`config.mk`:
```
export PLATFORM = sky130hd
export DESIGN_NAME = terminal_line_editor_top
export DESIGN_NICKNAME = d
export VERILOG_FILES = /design/src/rtl/tle_pkg.sv /design/src/rtl/tle_ram.sv /design/src/rtl/tle_seq.sv /design/src/rtl/tle_dp.sv /design/src/rtl/terminal_line_editor_top.sv
export SDC_FILE = /design/constraint.sdc
export NUM_CORES = 1
export LEC_CHECK = 0
export BUFFER_PORTS_ARGS = -buffer_cell sky130_fd_sc_hd__buf_4
export CORE_ASPECT_RATIO = 1.2
export CORE_MARGIN = 2
export CORE_UTILIZATION = 25
export CTS_CLUSTER_DIAMETER = 200
export DETAILED_ROUTE_END_ITERATION = 10
export PLACE_DENSITY = 0.37
export SETUP_SLACK_MARGIN = 0.15
export SLEW_MARGIN = 5
export SYNTH_ARGS = -nofsm -noshare
export SYNTH_HDL_FRONTEND = slang
export SYNTH_SLANG_ARGS = --single-unit
```
`constraint.sdc`:
```
create_clock -name clk -period 3.3 [get_ports clk]
set_clock_uncertainty 0.05 [all_clocks]
set_input_delay 0.495 -clock clk [delete_from_list [all_inputs] [get_ports clk]]
set_output_delay 0.495 -clock clk [all_outputs]
set_load 0.1 [all_outputs]
```
`src/rtl/tle_pkg.sv`:
```
// Shared types, character constants and the microprogram of the terminal line editor.
// Used by tle_seq, tle_dp and the top module; depends on nothing else.
package tle_pkg;

  localparam logic [7:0] CH_BS       = 8'h08;
  localparam logic [7:0] CH_TAB      = 8'h09;
  localparam logic [7:0] CH_LF       = 8'h0A;
  localparam logic [7:0] CH_CR       = 8'h0D;
  localparam logic [7:0] CH_ESC      = 8'h1B;
  localparam logic [7:0] CH_SPACE    = 8'h20;
  localparam logic [7:0] CH_STAR     = 8'h2A;
  localparam logic [7:0] CH_COLON    = 8'h3A;
  localparam logic [7:0] CH_A        = 8'h41;
  localparam logic [7:0] CH_B        = 8'h42;
  localparam logic [7:0] CH_LBRACKET = 8'h5B;
  localparam logic [7:0] CH_DEL      = 8'h7F;

  typedef enum logic [1:0] {
    K_ECHO  = 2'd0,
    K_LINE  = 2'd1,
    K_EVENT = 2'd2
  } kind_t;

  typedef enum logic [2:0] {
    EV_NONE  = 3'd0,
    EV_ENTER = 3'd1,
    EV_TAB   = 3'd2,
    EV_UP    = 3'd3,
    EV_DOWN  = 3'd4
  } ev_t;

  typedef enum logic [2:0] {
    EM_NONE,
    EM_CONST,
    EM_CHAR,
    EM_LINE,
    EM_EVENT
  } emit_t;

  typedef enum logic [2:0] {
    J_NEXT,
    J_GOTO,
    J_DISPATCH,
    J_END_NEXT,
    J_END_STAY
  } jmp_t;

  typedef enum logic [2:0] {
    A_NONE,
    A_LATCH,
    A_DECODE,
    A_IDX_INC,
    A_EV_END
  } act_t;

  typedef enum logic [2:0] {
    CL_IGNORE,
    CL_ENTER,
    CL_BS,
    CL_ECHO,
    CL_STREAM
  } cls_t;

  typedef logic [3:0] step_t;

  localparam step_t P_IDLE   = 4'd0;
  localparam step_t P_DECODE = 4'd1;
  localparam step_t P_CR     = 4'd2;
  localparam step_t P_LF     = 4'd3;
  localparam step_t P_BS1    = 4'd4;
  localparam step_t P_BS2    = 4'd5;
  localparam step_t P_BS3    = 4'd6;
  localparam step_t P_ECHO   = 4'd7;
  localparam step_t P_RD     = 4'd8;
  localparam step_t P_OUT    = 4'd9;
  localparam step_t P_EVENT  = 4'd10;

  typedef struct packed {
    logic       wait_in;
    emit_t      emit;
    logic [7:0] cbyte;
    logic       last;
    jmp_t       jmp;
    step_t      target;
    act_t       act;
  } ctrl_t;

  typedef struct packed {
    ctrl_t w;
    logic  go;
  } seq_ctl_t;

  typedef struct packed {
    cls_t cls;
    logic idx_end;
  } dp_stat_t;

  typedef struct packed {
    kind_t      kind;
    logic [7:0] data;
    ev_t        ev;
    logic [5:0] count;
    logic       last;
  } beat_t;

  function automatic ctrl_t ucode(input step_t s);
    ctrl_t w;
    w         = '0;
    w.emit    = EM_NONE;
    w.jmp     = J_GOTO;
    w.target  = P_IDLE;
    w.act     = A_NONE;
    unique case (s)
      P_IDLE: begin
        w.wait_in = 1'b1;
        w.act     = A_LATCH;
        w.jmp     = J_NEXT;
      end
      P_DECODE: begin
        w.jmp = J_DISPATCH;
        w.act = A_DECODE;
      end
      P_CR: begin
        w.emit  = EM_CONST;
        w.cbyte = CH_CR;
        w.jmp   = J_NEXT;
      end
      P_LF: begin
        w.emit   = EM_CONST;
        w.cbyte  = CH_LF;
        w.target = P_RD;
      end
      P_BS1: begin
        w.emit  = EM_CONST;
        w.cbyte = CH_BS;
        w.jmp   = J_NEXT;
      end
      P_BS2: begin
        w.emit  = EM_CONST;
        w.cbyte = CH_SPACE;
        w.jmp   = J_NEXT;
      end
      P_BS3: begin
        w.emit  = EM_CONST;
        w.cbyte = CH_BS;
        w.last  = 1'b1;
      end
      P_ECHO: begin
        w.emit = EM_CHAR;
        w.last = 1'b1;
      end
      P_RD: begin
        w.jmp    = J_END_NEXT;
        w.target = P_EVENT;
      end
      P_OUT: begin
        w.emit   = EM_LINE;
        w.act    = A_IDX_INC;
        w.jmp    = J_END_STAY;
        w.target = P_EVENT;
      end
      P_EVENT: begin
        w.emit = EM_EVENT;
        w.last = 1'b1;
        w.act  = A_EV_END;
      end
      default: begin
        w.target = P_IDLE;
      end
    endcase
    return w;
  endfunction

  function automatic step_t class_target(input cls_t c);
    step_t s;
    unique case (c)
      CL_ENTER:  s = P_CR;
      CL_BS:     s = P_BS1;
      CL_ECHO:   s = P_ECHO;
      CL_STREAM: s = P_RD;
      default:   s = P_IDLE;
    endcase
    return s;
  endfunction

endpackage

```
`src/rtl/tle_ram.sv`:
```
// Generic single-write, single-read RAM with registered read data.
// Stand-alone; no package needed.
module tle_ram #(
  parameter int WIDTH = 8,
  parameter int DEPTH = 32
) (
  input  logic                     clk,
  input  logic                     we,
  input  logic [$clog2(DEPTH)-1:0] waddr,
  input  logic [WIDTH-1:0]         wdata,
  input  logic [$clog2(DEPTH)-1:0] raddr,
  output logic [WIDTH-1:0]         rdata
);

  logic [WIDTH-1:0] mem [DEPTH];

  always_ff @(posedge clk) begin
    if (we) begin
      mem[waddr] <= wdata;
    end
    rdata <= mem[raddr];
  end

endmodule

```
`src/rtl/tle_seq.sv`:
```
// Microcode sequencer: step counter, control store lookup and jump logic.
// Depends on tle_pkg for the control word and the microprogram.
module tle_seq
  import tle_pkg::*;
(
  input  logic     clk,
  input  logic     rst,
  input  logic     in_valid,
  input  logic     out_free,
  input  dp_stat_t stat,
  output logic     in_stall,
  output seq_ctl_t ctl
);

  step_t pc;
  step_t pc_next;
  ctrl_t w;
  logic  go;

  always_comb begin
    w = ucode(pc);
    if (w.emit != EM_NONE) begin
      go = out_free;
    end else if (w.wait_in) begin
      go = in_valid;
    end else begin
      go = 1'b1;
    end
  end

  always_comb begin
    unique case (w.jmp)
      J_NEXT:     pc_next = pc + 1'b1;
      J_GOTO:     pc_next = w.target;
      J_DISPATCH: pc_next = class_target(stat.cls);
      J_END_NEXT: pc_next = stat.idx_end ? w.target : pc + 1'b1;
      J_END_STAY: pc_next = stat.idx_end ? w.target : pc;
      default:    pc_next = P_IDLE;
    endcase
  end

  always_ff @(posedge clk) begin
    if (rst) begin
      pc <= P_IDLE;
    end else if (go) begin
      pc <= pc_next;
    end
  end

  assign in_stall = !w.wait_in;
  assign ctl.w    = w;
  assign ctl.go   = go;

endmodule

```
`src/rtl/tle_dp.sv`:
```
// Datapath: byte decode, line length and colon tracking, escape state, line store.
// Depends on tle_pkg and tle_ram; driven by the control word of tle_seq.
module tle_dp
  import tle_pkg::*;
#(
  parameter int LINE_DEPTH = 32
) (
  input  logic       clk,
  input  logic       rst,
  input  seq_ctl_t   ctl,
  input  logic [7:0] rx_char,
  input  logic       cfg_we,
  input  logic       cfg_wdata,
  output dp_stat_t   stat,
  output beat_t      beat
);

  localparam int AW = $clog2(LINE_DEPTH);
  localparam int LW = $clog2(LINE_DEPTH + 1);

  logic          logged_in;
  logic [7:0]    ch;
  logic          in_escape;
  logic          escape_count;
  logic [7:0]    escape_first;
  logic [LW-1:0] line_length;
  logic          colon_seen;
  logic [AW-1:0] colon_index;
  ev_t           ev;
  logic [7:0]    echo_byte;
  logic [LW-1:0] idx;

  logic          in_escape_next;
  logic          escape_count_next;
  logic [7:0]    escape_first_next;
  logic [LW-1:0] line_length_next;
  logic          colon_seen_next;
  logic [AW-1:0] colon_index_next;
  ev_t           ev_next;
  logic [7:0]    echo_byte_next;
  logic [LW-1:0] idx_next;
  logic [LW-1:0] idx_cmp;
  logic [LW-1:0] len_dec;
  cls_t          cls;
  logic          wr;
  logic          decode;
  logic [7:0]    rdata;

  assign decode  = ctl.go && (ctl.w.act == A_DECODE);
  assign len_dec = line_length - 1'b1;

  always_comb begin
    cls               = CL_IGNORE;
    wr                = 1'b0;
    in_escape_next    = in_escape;
    escape_count_next = escape_count;
    escape_first_next = escape_first;
    line_length_next  = line_length;
    colon_seen_next   = colon_seen;
    colon_index_next  = colon_index;
    ev_next           = ev;
    echo_byte_next    = echo_byte;
    priority if (in_escape) begin
      if (!escape_count) begin
        escape_first_next = ch;
        escape_count_next = 1'b1;
      end else begin
        in_escape_next    = 1'b0;
        escape_count_next = 1'b0;
        if (logged_in && escape_first == CH_LBRACKET) begin
          if (ch == CH_A) begin
            cls     = CL_STREAM;
            ev_next = EV_UP;
          end else if (ch == CH_B) begin
            cls     = CL_STREAM;
            ev_next = EV_DOWN;
          end
        end
      end
    end else if (ch == CH_CR || ch == CH_LF) begin
      if (line_length != '0) begin
        cls     = CL_ENTER;
        ev_next = EV_ENTER;
      end
    end else if (ch == CH_ESC) begin
      in_escape_next    = 1'b1;
      escape_count_next = 1'b0;
    end else if (ch < CH_SPACE || ch == CH_DEL) begin
      if (ch == CH_BS || ch == CH_DEL) begin
        if (line_length != '0) begin
          cls              = CL_BS;
          line_length_next = len_dec;
          if (colon_seen && colon_index == len_dec[AW-1:0]) begin
            colon_seen_next = 1'b0;
          end
        end
      end else if (ch == CH_TAB && logged_in) begin
        cls     = CL_STREAM;
        ev_next = EV_TAB;
      end
    end else begin
      if (line_length < LW'(LINE_DEPTH)) begin
        cls              = CL_ECHO;
        wr               = 1'b1;
        line_length_next = line_length + 1'b1;
        if (ch == CH_COLON && !colon_seen) begin
          colon_seen_next  = 1'b1;
          colon_index_next = line_length[AW-1:0];
        end
        echo_byte_next = (!logged_in && colon_seen) ? CH_STAR : ch;
      end
    end
  end

  always_comb begin
    idx_cmp = (ctl.w.act == A_IDX_INC) ? idx + 1'b1 : idx;
    if (decode) begin
      idx_next = '0;
    end else if (ctl.go && ctl.w.act == A_IDX_INC) begin
      idx_next = idx_cmp;
    end else begin
      idx_next = idx;
    end
  end

  always_ff @(posedge clk) begin
    if (rst) begin
      logged_in    <= 1'b0;
      in_escape    <= 1'b0;
      escape_count <= 1'b0;
      escape_first <= '0;
      line_length  <= '0;
      colon_seen   <= 1'b0;
      colon_index  <= '0;
      ev           <= EV_NONE;
      idx          <= '0;
    end else begin
      if (cfg_we) begin
        logged_in <= cfg_wdata;
      end
      idx <= idx_next;
      if (decode) begin
        in_escape    <= in_escape_next;
        escape_count <= escape_count_next;
        escape_first <= escape_first_next;
        line_length  <= line_length_next;
        colon_seen   <= colon_seen_next;
        colon_index  <= colon_index_next;
        ev           <= ev_next;
      end else if (ctl.go && ctl.w.act == A_EV_END && ev == EV_ENTER) begin
        line_length <= '0;
        colon_seen  <= 1'b0;
        colon_index <= '0;
      end
    end
  end

  always_ff @(posedge clk) begin
    if (ctl.go && ctl.w.act == A_LATCH) begin
      ch <= rx_char;
    end
    if (decode) begin
      echo_byte <= echo_byte_next;
    end
  end

  tle_ram #(
    .WIDTH(8),
    .DEPTH(LINE_DEPTH)
  ) u_store (
    .clk  (clk),
    .we   (decode && wr),
    .waddr(line_length[AW-1:0]),
    .wdata(ch),
    .raddr(idx_next[AW-1:0]),
    .rdata(rdata)
  );

  assign stat.cls     = cls;
  assign stat.idx_end = (idx_cmp == line_length);

  always_comb begin
    beat.kind  = K_ECHO;
    beat.data  = '0;
    beat.ev    = EV_NONE;
    beat.count = '0;
    beat.last  = ctl.w.last;
    unique case (ctl.w.emit)
      EM_CONST: beat.data = ctl.w.cbyte;
      EM_CHAR:  beat.data = echo_byte;
      EM_LINE: begin
        beat.kind = K_LINE;
        beat.data = rdata;
      end
      EM_EVENT: begin
        beat.kind  = K_EVENT;
        beat.ev    = ev;
        beat.count = 6'(line_length);
      end
      default: beat.data = '0;
    endcase
  end

  a_len_bound: assert property (@(posedge clk) disable iff (rst)
    line_length <= LW'(LINE_DEPTH))
    else $error("line length beyond store depth");

  a_colon_inside: assert property (@(posedge clk) disable iff (rst)
    colon_seen |-> (LW'(colon_index) < line_length))
    else $error("tracked colon lies outside the line");

  a_idx_bound: assert property (@(posedge clk) disable iff (rst)
    (ctl.w.emit == EM_LINE) |-> (idx < line_length))
    else $error("stream index ran past the line");

  a_escape_count: assert property (@(posedge clk) disable iff (rst)
    !in_escape |-> !escape_count)
    else $error("escape count set outside a sequence");

endmodule

```
`src/rtl/terminal_line_editor_top.sv`:
```
// Terminal line editor: sequencer, datapath and the output beat register.
// Depends on tle_pkg, tle_seq, tle_dp and tle_ram.
// Each input byte is latched in the idle step and classified in the decode step; the
// sequencer then emits its result beats (echo, backspace, line stream, event) into the
// output beat register and takes no new byte until it is back in the idle step; stalls hold it.
// Reset (synchronous) empties the line, ends any escape sequence and selects logged-out mode.
module terminal_line_editor_top
  import tle_pkg::*;
#(
  parameter int LINE_DEPTH = 32
) (
  input  logic       clk,
  input  logic       rst,
  input  logic       in_valid,
  output logic       in_stall,
  input  logic [7:0] rx_char,
  input  logic       cfg_we,
  input  logic       cfg_wdata,
  output logic       out_valid,
  input  logic       out_stall,
  output logic [1:0] out_kind,
  output logic [7:0] out_byte,
  output logic [2:0] event_code,
  output logic [5:0] line_count,
  output logic       last
);

  seq_ctl_t ctl;
  dp_stat_t stat;
  beat_t    beat;
  logic     out_free;
  logic     load;

  assign out_free = !out_valid || !out_stall;
  assign load     = ctl.go && (ctl.w.emit != EM_NONE);

  tle_seq u_seq (
    .clk     (clk),
    .rst     (rst),
    .in_valid(in_valid),
    .out_free(out_free),
    .stat    (stat),
    .in_stall(in_stall),
    .ctl     (ctl)
  );

  tle_dp #(
    .LINE_DEPTH(LINE_DEPTH)
  ) u_dp (
    .clk      (clk),
    .rst      (rst),
    .ctl      (ctl),
    .rx_char  (rx_char),
    .cfg_we   (cfg_we),
    .cfg_wdata(cfg_wdata),
    .stat     (stat),
    .beat     (beat)
  );

  always_ff @(posedge clk) begin
    if (rst) begin
      out_valid <= 1'b0;
    end else if (load) begin
      out_valid <= 1'b1;
    end else if (!out_stall) begin
      out_valid <= 1'b0;
    end
  end

  always_ff @(posedge clk) begin
    if (load) begin
      out_kind   <= beat.kind;
      out_byte   <= beat.data;
      event_code <= beat.ev;
      line_count <= beat.count;
      last       <= beat.last;
    end
  end

endmodule
```
==> results of run 1 <==
## worst max-delay path by stage
stage | startpoint | endpoint | slack [ns]
3_3_place_gp | u_seq.pc[0] | u_dp.u_store.rdata[2] | -0.45
3_5_place_dp | u_seq.pc[0] | u_dp.u_store.rdata[1] | -0.50
6_report | u_seq.pc[1] | u_dp.u_store.rdata[2] | 0.19
4_1_cts | u_seq.pc[1] | u_dp.u_store.rdata[5] | 0.06
5_1_grt | u_seq.pc[1] | u_dp.u_store.rdata[1] | 0.12
2_1_floorplan | u_seq.pc[0] | u_dp.u_store.mem[28][0] | 0.12
## flip-flops by register name, summed over array words and instances (netlist names), 8 cells and up
| name | count |
|---|---|
| u_dp.echo_byte | 8 |
| u_dp.ch | 8 |
| u_dp.u_store.rdata | 8 |
| u_dp.escape_first | 8 |
| u_dp.u_store.mem | 256 |
| out_byte | 8 |
## cell usage in the layout (no fill, tap or decap), types with 26 or more instances in the layout
cell type and count:
nor2_1 48, buf_4 158, clkbuf_16 44, nand3_1 33
a211oi_1 26, dfxtp_1 42, nand2_1 135, buf_12 35
mux2i_1 74, edfxtp_1 292, nor2_4 35, a21oi_1 37
## cells by family (layout without fill, tap and decap cells)
kind of cell / after synthesis / after routing / share of synthesized area
simple gates: 367 / 367 / 0.115
flops: 337 / 337 / 0.645
compound gates: 236 / 236 / 0.119
mux: 105 / 105 / 0.0714
buf+inv: 86 / 303 / 0.0275
xor+xnor: 20 / 20 / 0.0139
fa+ha+maj: 10 / 10 / 0.00835
## layout make-up
type	count	area, µm²
clock buffer	52	1070
inverter	24	95.1
sequential	337	9680
clock inverter	20	163
multi-input combinational	738	5850
timing repair buffer	207	2180
fill	5828	39400
tap	800	1000
## synth_stat cells, types with 5 or more instances
cell type  number
a31oi_1        16
a2111oi_0       6
o32ai_1         5
a211oi_1       30
nor3_1         20
mux2i_1       101
o21ai_0        19
nand2_1       141
a22o_1          5
nor4_1          8
a311oi_1        9
o22ai_1        15
nor2b_1         8
o2111ai_1       5
a21o_1          5
xnor2_1        15
buf_6           7
nand2b_1       14
clkbuf_1       29
nand3_1        36
nor2_1         83
and2_1         16
edfxtp_1      292
o221ai_1       15
a21oi_1        43
buf_2          21
dfxtp_1        45
or3_1          10
inv_1          23
a221o_1         5
ha_1           10
o211ai_1        5
## routing by layer
metal,track usage,up-vias,share of wire
met1,0.206,5362,0.42
met3,0.0195,70,0.034
met2,0.296,231,0.52
met5,0,-,0
li1,-,4838,-
met4,0.0430,0,0.024
## worst register-to-register path, stage by stage, from the launching register on
cell and delay (ns):
dfxtp_2 0.35, inv_4 0.10, ha_4 0.18, or3b_4 0.42
or2_4 0.30, o2111a_2 0.20, a21o_4 0.22, buf_12 0.17
mux2i_1 0.16, a2111oi_4 0.46, a31oi_1 0.17, a211oi_1 0.25
## repair_timing
item                                    CTS  global route
resized for setup                        28            97
buffers inserted                          7            33
hold buffers                              0             0
endpoints found under the setup margin  237           268
pin swaps                                 9            45
cloned                                    2             4
## power breakdown
| group | internal (mW) | leakage (nW) | switching, mW |
|---|---|---|---|
| registers | 5.46 | 3.01 | 0.297 |
| clock network | 2.44 | 0.610 | 1.77 |
| logic | 2.23 | 3.07 | 4.30 |
| total | 10.1 | 6.69 | 6.36 |
## metrics by stage
stage / utilization / hold WS [ns]
finish: 0.337 / 0.0627
detailed placement: 0.291 / 0.415
global placement: 0.291 / 0.406
floorplan: - / 0.390
global route: 0.337 / 0.0350
CTS: 0.317 / 0.0224
==> impl_results.md, run 1 <==
* Status: finished, final reports clean
* Port Buffers at 35
* Post-synth top area cell: edfxtp_1
* Hold_sp: rx_char[3]
* Max Freq at ~0.32 GHz
* Top post-synthesis cells by area: edfxtp_1 (59%), mux2i_1 (6.7%), dfxtp_1 (6.0%)
* Synth Register Bits at 337
* Total chip power at 16.5 mW
* RSZ-0062 raised after global routing: true
* WP buf/inv at 2
* Mean post-synth cell area at 12.9 µm²
* Final worst slack at 0.191 ns
* RR Endpoint: u_dp.u_store.rdata[2]
* PwrDens at 823 nW/µm²
* Async set-reset flop share out of synthesis at 0
* Post-Place Worst Slack at -0.503 ns
* Post-DRT Antenna Nets at 0
* Diode count at 0
* DRT Wirelength at ~52000 µm
* Via count at 10501
* Crit start category: register
* CP max-delay cell: a2111oi_4
* Mapped Cells at 1161
* Synthesis Warnings at 0
* Post-DP Area at 17300 µm²
* WL per Instance at around 24 µm
* Hpwl dp at 34100 µm
* Worst-path clk slew at approximately 0.06 ns
* Initial core utilization at 0.252
* Setup_tns at 0 ns
* Core area at 59500 µm²
* Share of cells above drive strength 1 at 0.304
* Worst Path Required at 3.72 ns
* Initial detailed-routing violation count at approximately 610
* First-pass GRT wire length at 73600 µm
* Mapped Area at 15000 µm²
* Largest net degree at the start of global routing at 37
* Top_reg_cell synth: edfxtp_1
* Netlist cell types at 91
* Vias per inst at 4.82
* Root Driver: clkbuf_16
* TritonCTS buffer count at 39
* Setup crit end kind: register
* Yosys top cell area share at 0.585
* Row cnt at 98
* Layout area overhead at 33.7%
* DRC viols at 0
* Seq/Total Area, Yosys at 0.645
* TritonCTS clock tree: yes
* P_leak at 6.69 nW
* Number of global-route vias before repair at 10489
* Critical Path Fanout Max at 15
* Die area at roughly 62000 µm²
* CP peak stage delay at ~0.46 ns
* Critical Path AT at ~3.5 ns
* Die Span Y at 272 µm
* Number of synthesized flops with an enable pin at 292
* Final hold vios at 0
* Cell Count, Final, Fillers Out at 2178
* Fin crit period at 3.11 ns
* VDD IR max at around 0.37 mV
* Hold path depth at 1
* Io pins at 36
* Syn_nets at 1185
* Top delay family on crit path: compound AO/OA/AOI/OAI gates
* GPL Wtd Cong at between 0.8 and 0.9
* CTS Sinks at 337
* Worst skew pair latency at 0.56 ns
* Cells on worst reg2reg path at 11
* FF-to-FF setup slack at approximately 0.19 ns
* Final period util at 0.942
* Router iterations before antenna repair at 5
* Measured slew at the worst slew-check pin at 0.689 ns
* Max-slew violation count at 0
* WHS Endpoint: u_dp.ch[3]
* Slew HR at 0.540
* Clock Path Buffers at 3
* Critical path cell sequence: inv_4, ha_4, or3b_4, or2_4, o2111a_2, a21o_4, buf_12, mux2i_1, a2111oi_4, a31oi_1, a211oi_1
* H-tree depth at 2
* Total grt overflow at 0
* Final instance area at 20000 µm²
* WP depth at 11
* Initial antenna violation count at 0
* Gr usage total at 0.164
* Die Width at ~230 µm
* Placed cells at 2060
* Critical path class: reg2reg
* Final #Nets at roughly 1400
* # Max-Cap Violations at 0
* Setup Viol. Count Final at 0
* Hold crit path type: in2reg
* Reg2reg start: u_seq.pc[1]
Note: power is estimated with default switching activity, not from simulation.
==> run 2: changes to the inputs <==
--- a/config.mk
+++ b/config.mk
@@ -5,6 +5,7 @@
 export SDC_FILE = /design/constraint.sdc
 export NUM_CORES = 1
 export LEC_CHECK = 0
+export ABC_AREA = 1
 export BUFFER_PORTS_ARGS = -buffer_cell sky130_fd_sc_hd__buf_4
 export CORE_ASPECT_RATIO = 1.2
 export CORE_MARGIN = 2
==> impl_results.md, run 2 <==
* Status: finished, final reports clean
* Via count at 11174 (+6.4%)
* Commonest cells after routing, fill and taps aside: nand2_1 (341), edfxtp_1 (292), nand3_1 (263)
* Post-layout util at 0.301 (-0.0359)
* Seq/Total Area, Yosys at 0.622 (-0.0232)
* Most flops, register: u_dp.u_store.mem
* TritonCTS buffer count at 38 (-2.6%)
* Port Buffers at 35 (unchanged)
* Clock Path Buffers at 3 (unchanged)
* Die Span Y at 277 µm (+1.8%)
* Diode count at 0 (unchanged)
* GPL Wtd Cong at 0.827 (-4.3%)
* Post-synth top cells: nand2_1 (343), edfxtp_1 (292), nand3_1 (268), inv_1 (169), nor2_1 (91)
* Die Width at 232 µm (+1.8%)
* Router iterations before antenna repair at 5 (unchanged)
* Top_reg_cell synth: edfxtp_1
* Die area at 64200 µm² (+3.7%)
* Critical Path Fanout Max at 14 (-1)
* RSZ-0062 raised after global routing: false
* Worst skew pair latency at 0.56 ns (about the same)
* Gr usage total at 0.159 (-0.00518)
* # Max-Cap Violations at 0 (unchanged)
* Mapped Cells at 1545 (+33%)
* Initial detailed-routing violation count at 637 (+3.9%)
* Layout area overhead at 19.7%
* Largest net degree at the start of global routing at 49 (+32%)
* Fin crit period at 2.92 ns (-0.193 ns)
* Hold crit path type: in2reg
* Critical path class: reg2reg
* Total grt overflow at 0 (unchanged)
* Synthesis Warnings at 0 (unchanged)
* Number of global-route vias before repair at 11315 (+7.9%)
* Final period util at 0.884 (-0.0586)
* H-tree depth at 2 (unchanged)
* Number of synthesized flops with an enable pin at 292 (unchanged)
* CTS Sinks at 337 (unchanged)
* VDD IR max at 0.557 mV (+49%)
* Worst Path Required at 3.68 ns (-0.04 ns)
* Async set-reset flop share out of synthesis at 0 (unchanged)
* Top-count cell post-synth: nand2_1
* Max Freq at 0.343 GHz (+6.6%)
* DRT Wirelength at 51300 µm (-0.65%)
* Setup Viol. Count Final at 0 (unchanged)
* Root Driver: clkbuf_16
* P_leak at 7.28 nW (+8.8%)
* Setup crit end kind: register
* Mapped Area at 15500 µm² (+3.7%)
* PwrDens at 998 nW/µm² (+21%)
* Max reg flops at 256 (unchanged)
* Slew HR at 0.311 (-0.229)
* Netlist cell types at 43 (-53%)
* Syn_nets at 1569 (+32%)
* Initial core utilization at 0.252 (-0.000512)
* Vias per inst at 4.51 (-6.4%)
* # hold bufs at CTS at 0 (unchanged)
* Hold path depth at 1 (unchanged)
* WL per Instance at 20.7 µm (-13%)
* Share of cells above drive strength 1 at 0.140 (-0.164)
* Worst-path clk slew at 0.06 ns (about the same)
* Hpwl dp at 33100 µm (-2.9%)
* First-pass GRT wire length at 76000 µm (+3.2%)
* Row cnt at 100 (+2.0%)
* Total chip power at 18.6 mW (+13%)
* Post-synth top area cell: edfxtp_1
* DRC viols at 0 (unchanged)
* Io pins at 36 (unchanged)
* Synth Register Bits at 337 (unchanged)
* Yosys top cell area share at 0.564 (-0.0210)
* Cells on worst reg2reg path at 19 (+8)
* Initial antenna violation count at 0 (unchanged)
* Measured slew at the worst slew-check pin at 1.03 ns (+0.344 ns)
* Max-slew violation count at 0 (unchanged)
* Top post-synthesis cells by area: edfxtp_1 (56%), nand3_1 (8.6%), nand2_1 (8.3%)
* Critical Path AT at 3.30 ns (-0.23 ns)
* Core area at 61800 µm² (+3.9%)
* Most common cell after layout, fill and taps aside: nand2_1
* Final #Nets at 1655 (+21%)
* Crit start category: register
* TritonCTS clock tree: yes
* Final hold vios at 0 (unchanged)
* Post-DRT Antenna Nets at 0 (unchanged)
* Mean post-synth cell area at 10.1 µm² (-22%)
-- run 2: cell types whose count changed in the layout (fill, tap and decap cells not counted), moves of 15 or more --
cell      previous run  this run
inv_1               21       169
nand2_1            135       341
nor2_1              48        89
mux2i_1             74         1
nor2_4              35         4
a211oi_1            26         7
buf_12              35        14
nand3b_1             2        88
o221ai_1            15         0
buf_4              158       103
mux2i_2             19         0
and2_1              16         0
nand3_1             33       263
-- run 2: worst max-delay path: stages, from the launching register on --
cell and delay [ns]:
dfxtp_2 0.35, inv_1 0.09, ha_2 0.23, nand3_2 0.16, nand2_1 0.18, nand2_2 0.11
nor2_8 0.18, nand3_4 0.11, nand2_4 0.16, nand2_4 0.16, buf_12 0.20, buf_4 0.15
nand2_1 0.05, nand2_1 0.04, nand2_1 0.05, nand3_1 0.06, nand3_1 0.19, nand2_1 0.09
nand2_1 0.11, nand2_1 0.07
-- run 2: where the power goes --
group          switching, mW  leakage, nW  internal, mW
Combinational           6.19         3.66          2.21
Sequential             0.345         3.01          5.53
Clock                   1.84        0.613          2.45
-- run 2: through the flow --
step                      setup TNS, ns  hold WS, ns  cell area, µm²  setup slack (ns)  std cells
after floorplan                       0        0.379           15600             0.205       1545
after global placement          -0.0418        0.394           17200           -0.0418       2403
after detailed placement        -0.0559        0.404           17200           -0.0559       2403
after CTS                             0       0.0195           18500             0.149       2475
after global routing                  0       0.0260           18600             0.170       2476
final                                 0       0.0531           18600             0.384       2476
-- run 2: cell families (layout without fill, tap and decap cells) --
group | count (synthesis) | count (layout) | share of synthesized area
and+or+nand+nor | 828 | 828 | 0.252
DFF | 337 | 337 | 0.622
buffers and inverters | 255 | 370 | 0.0697
AOI/OAI and AO/OA | 97 | 97 | 0.0383
xor gates and xnor gates | 17 | 17 | 0.00958
adders and majority gates | 10 | 10 | 0.00805
muxes | 1 | 1 | 0.000644
-- run 2: area by class of cell --
class | instances | area [µm²]
well taps | 816 | 1020
clock inverters | 27 | 273
multi-input cells | 953 | 4890
repair buffers | 120 | 1100
flip-flops and latches | 337 | 9670
fillers | 6531 | 43200
clock buffers | 42 | 966
inverters | 181 | 679
-- run 2: worst paths after layout --
kind / from / end / slack [ns]
setup reg to reg: u_seq.pc[1] / u_dp.u_store.rdata[0] / 0.38
hold / removal: rx_char[6] / u_dp.ch[6] / 0.05
hold reg to reg: u_dp.escape_first[4] / u_dp.escape_first[4] / 0.41
setup / recovery: u_seq.pc[1] / u_dp.u_store.rdata[0] / 0.38
-- run 2: repair_timing --
action                     CTS  global route
resized for setup            9            19
setup endpoints to repair   14            54
hold endpoints to repair     0             0
pin swaps                    1             2
cloned                       0             1
buffers inserted             3             0
-- run 2: metal layers --
layer | up-vias | track usage | part of all wire
li1 | 5414 | - | -
met1 | 5554 | 0.198 | 0.44
met2 | 164 | 0.290 | 0.52
met3 | 42 | 0.0174 | 0.026
met4 | 0 | 0.0380 | 0.017
met5 | - | 0 | 0
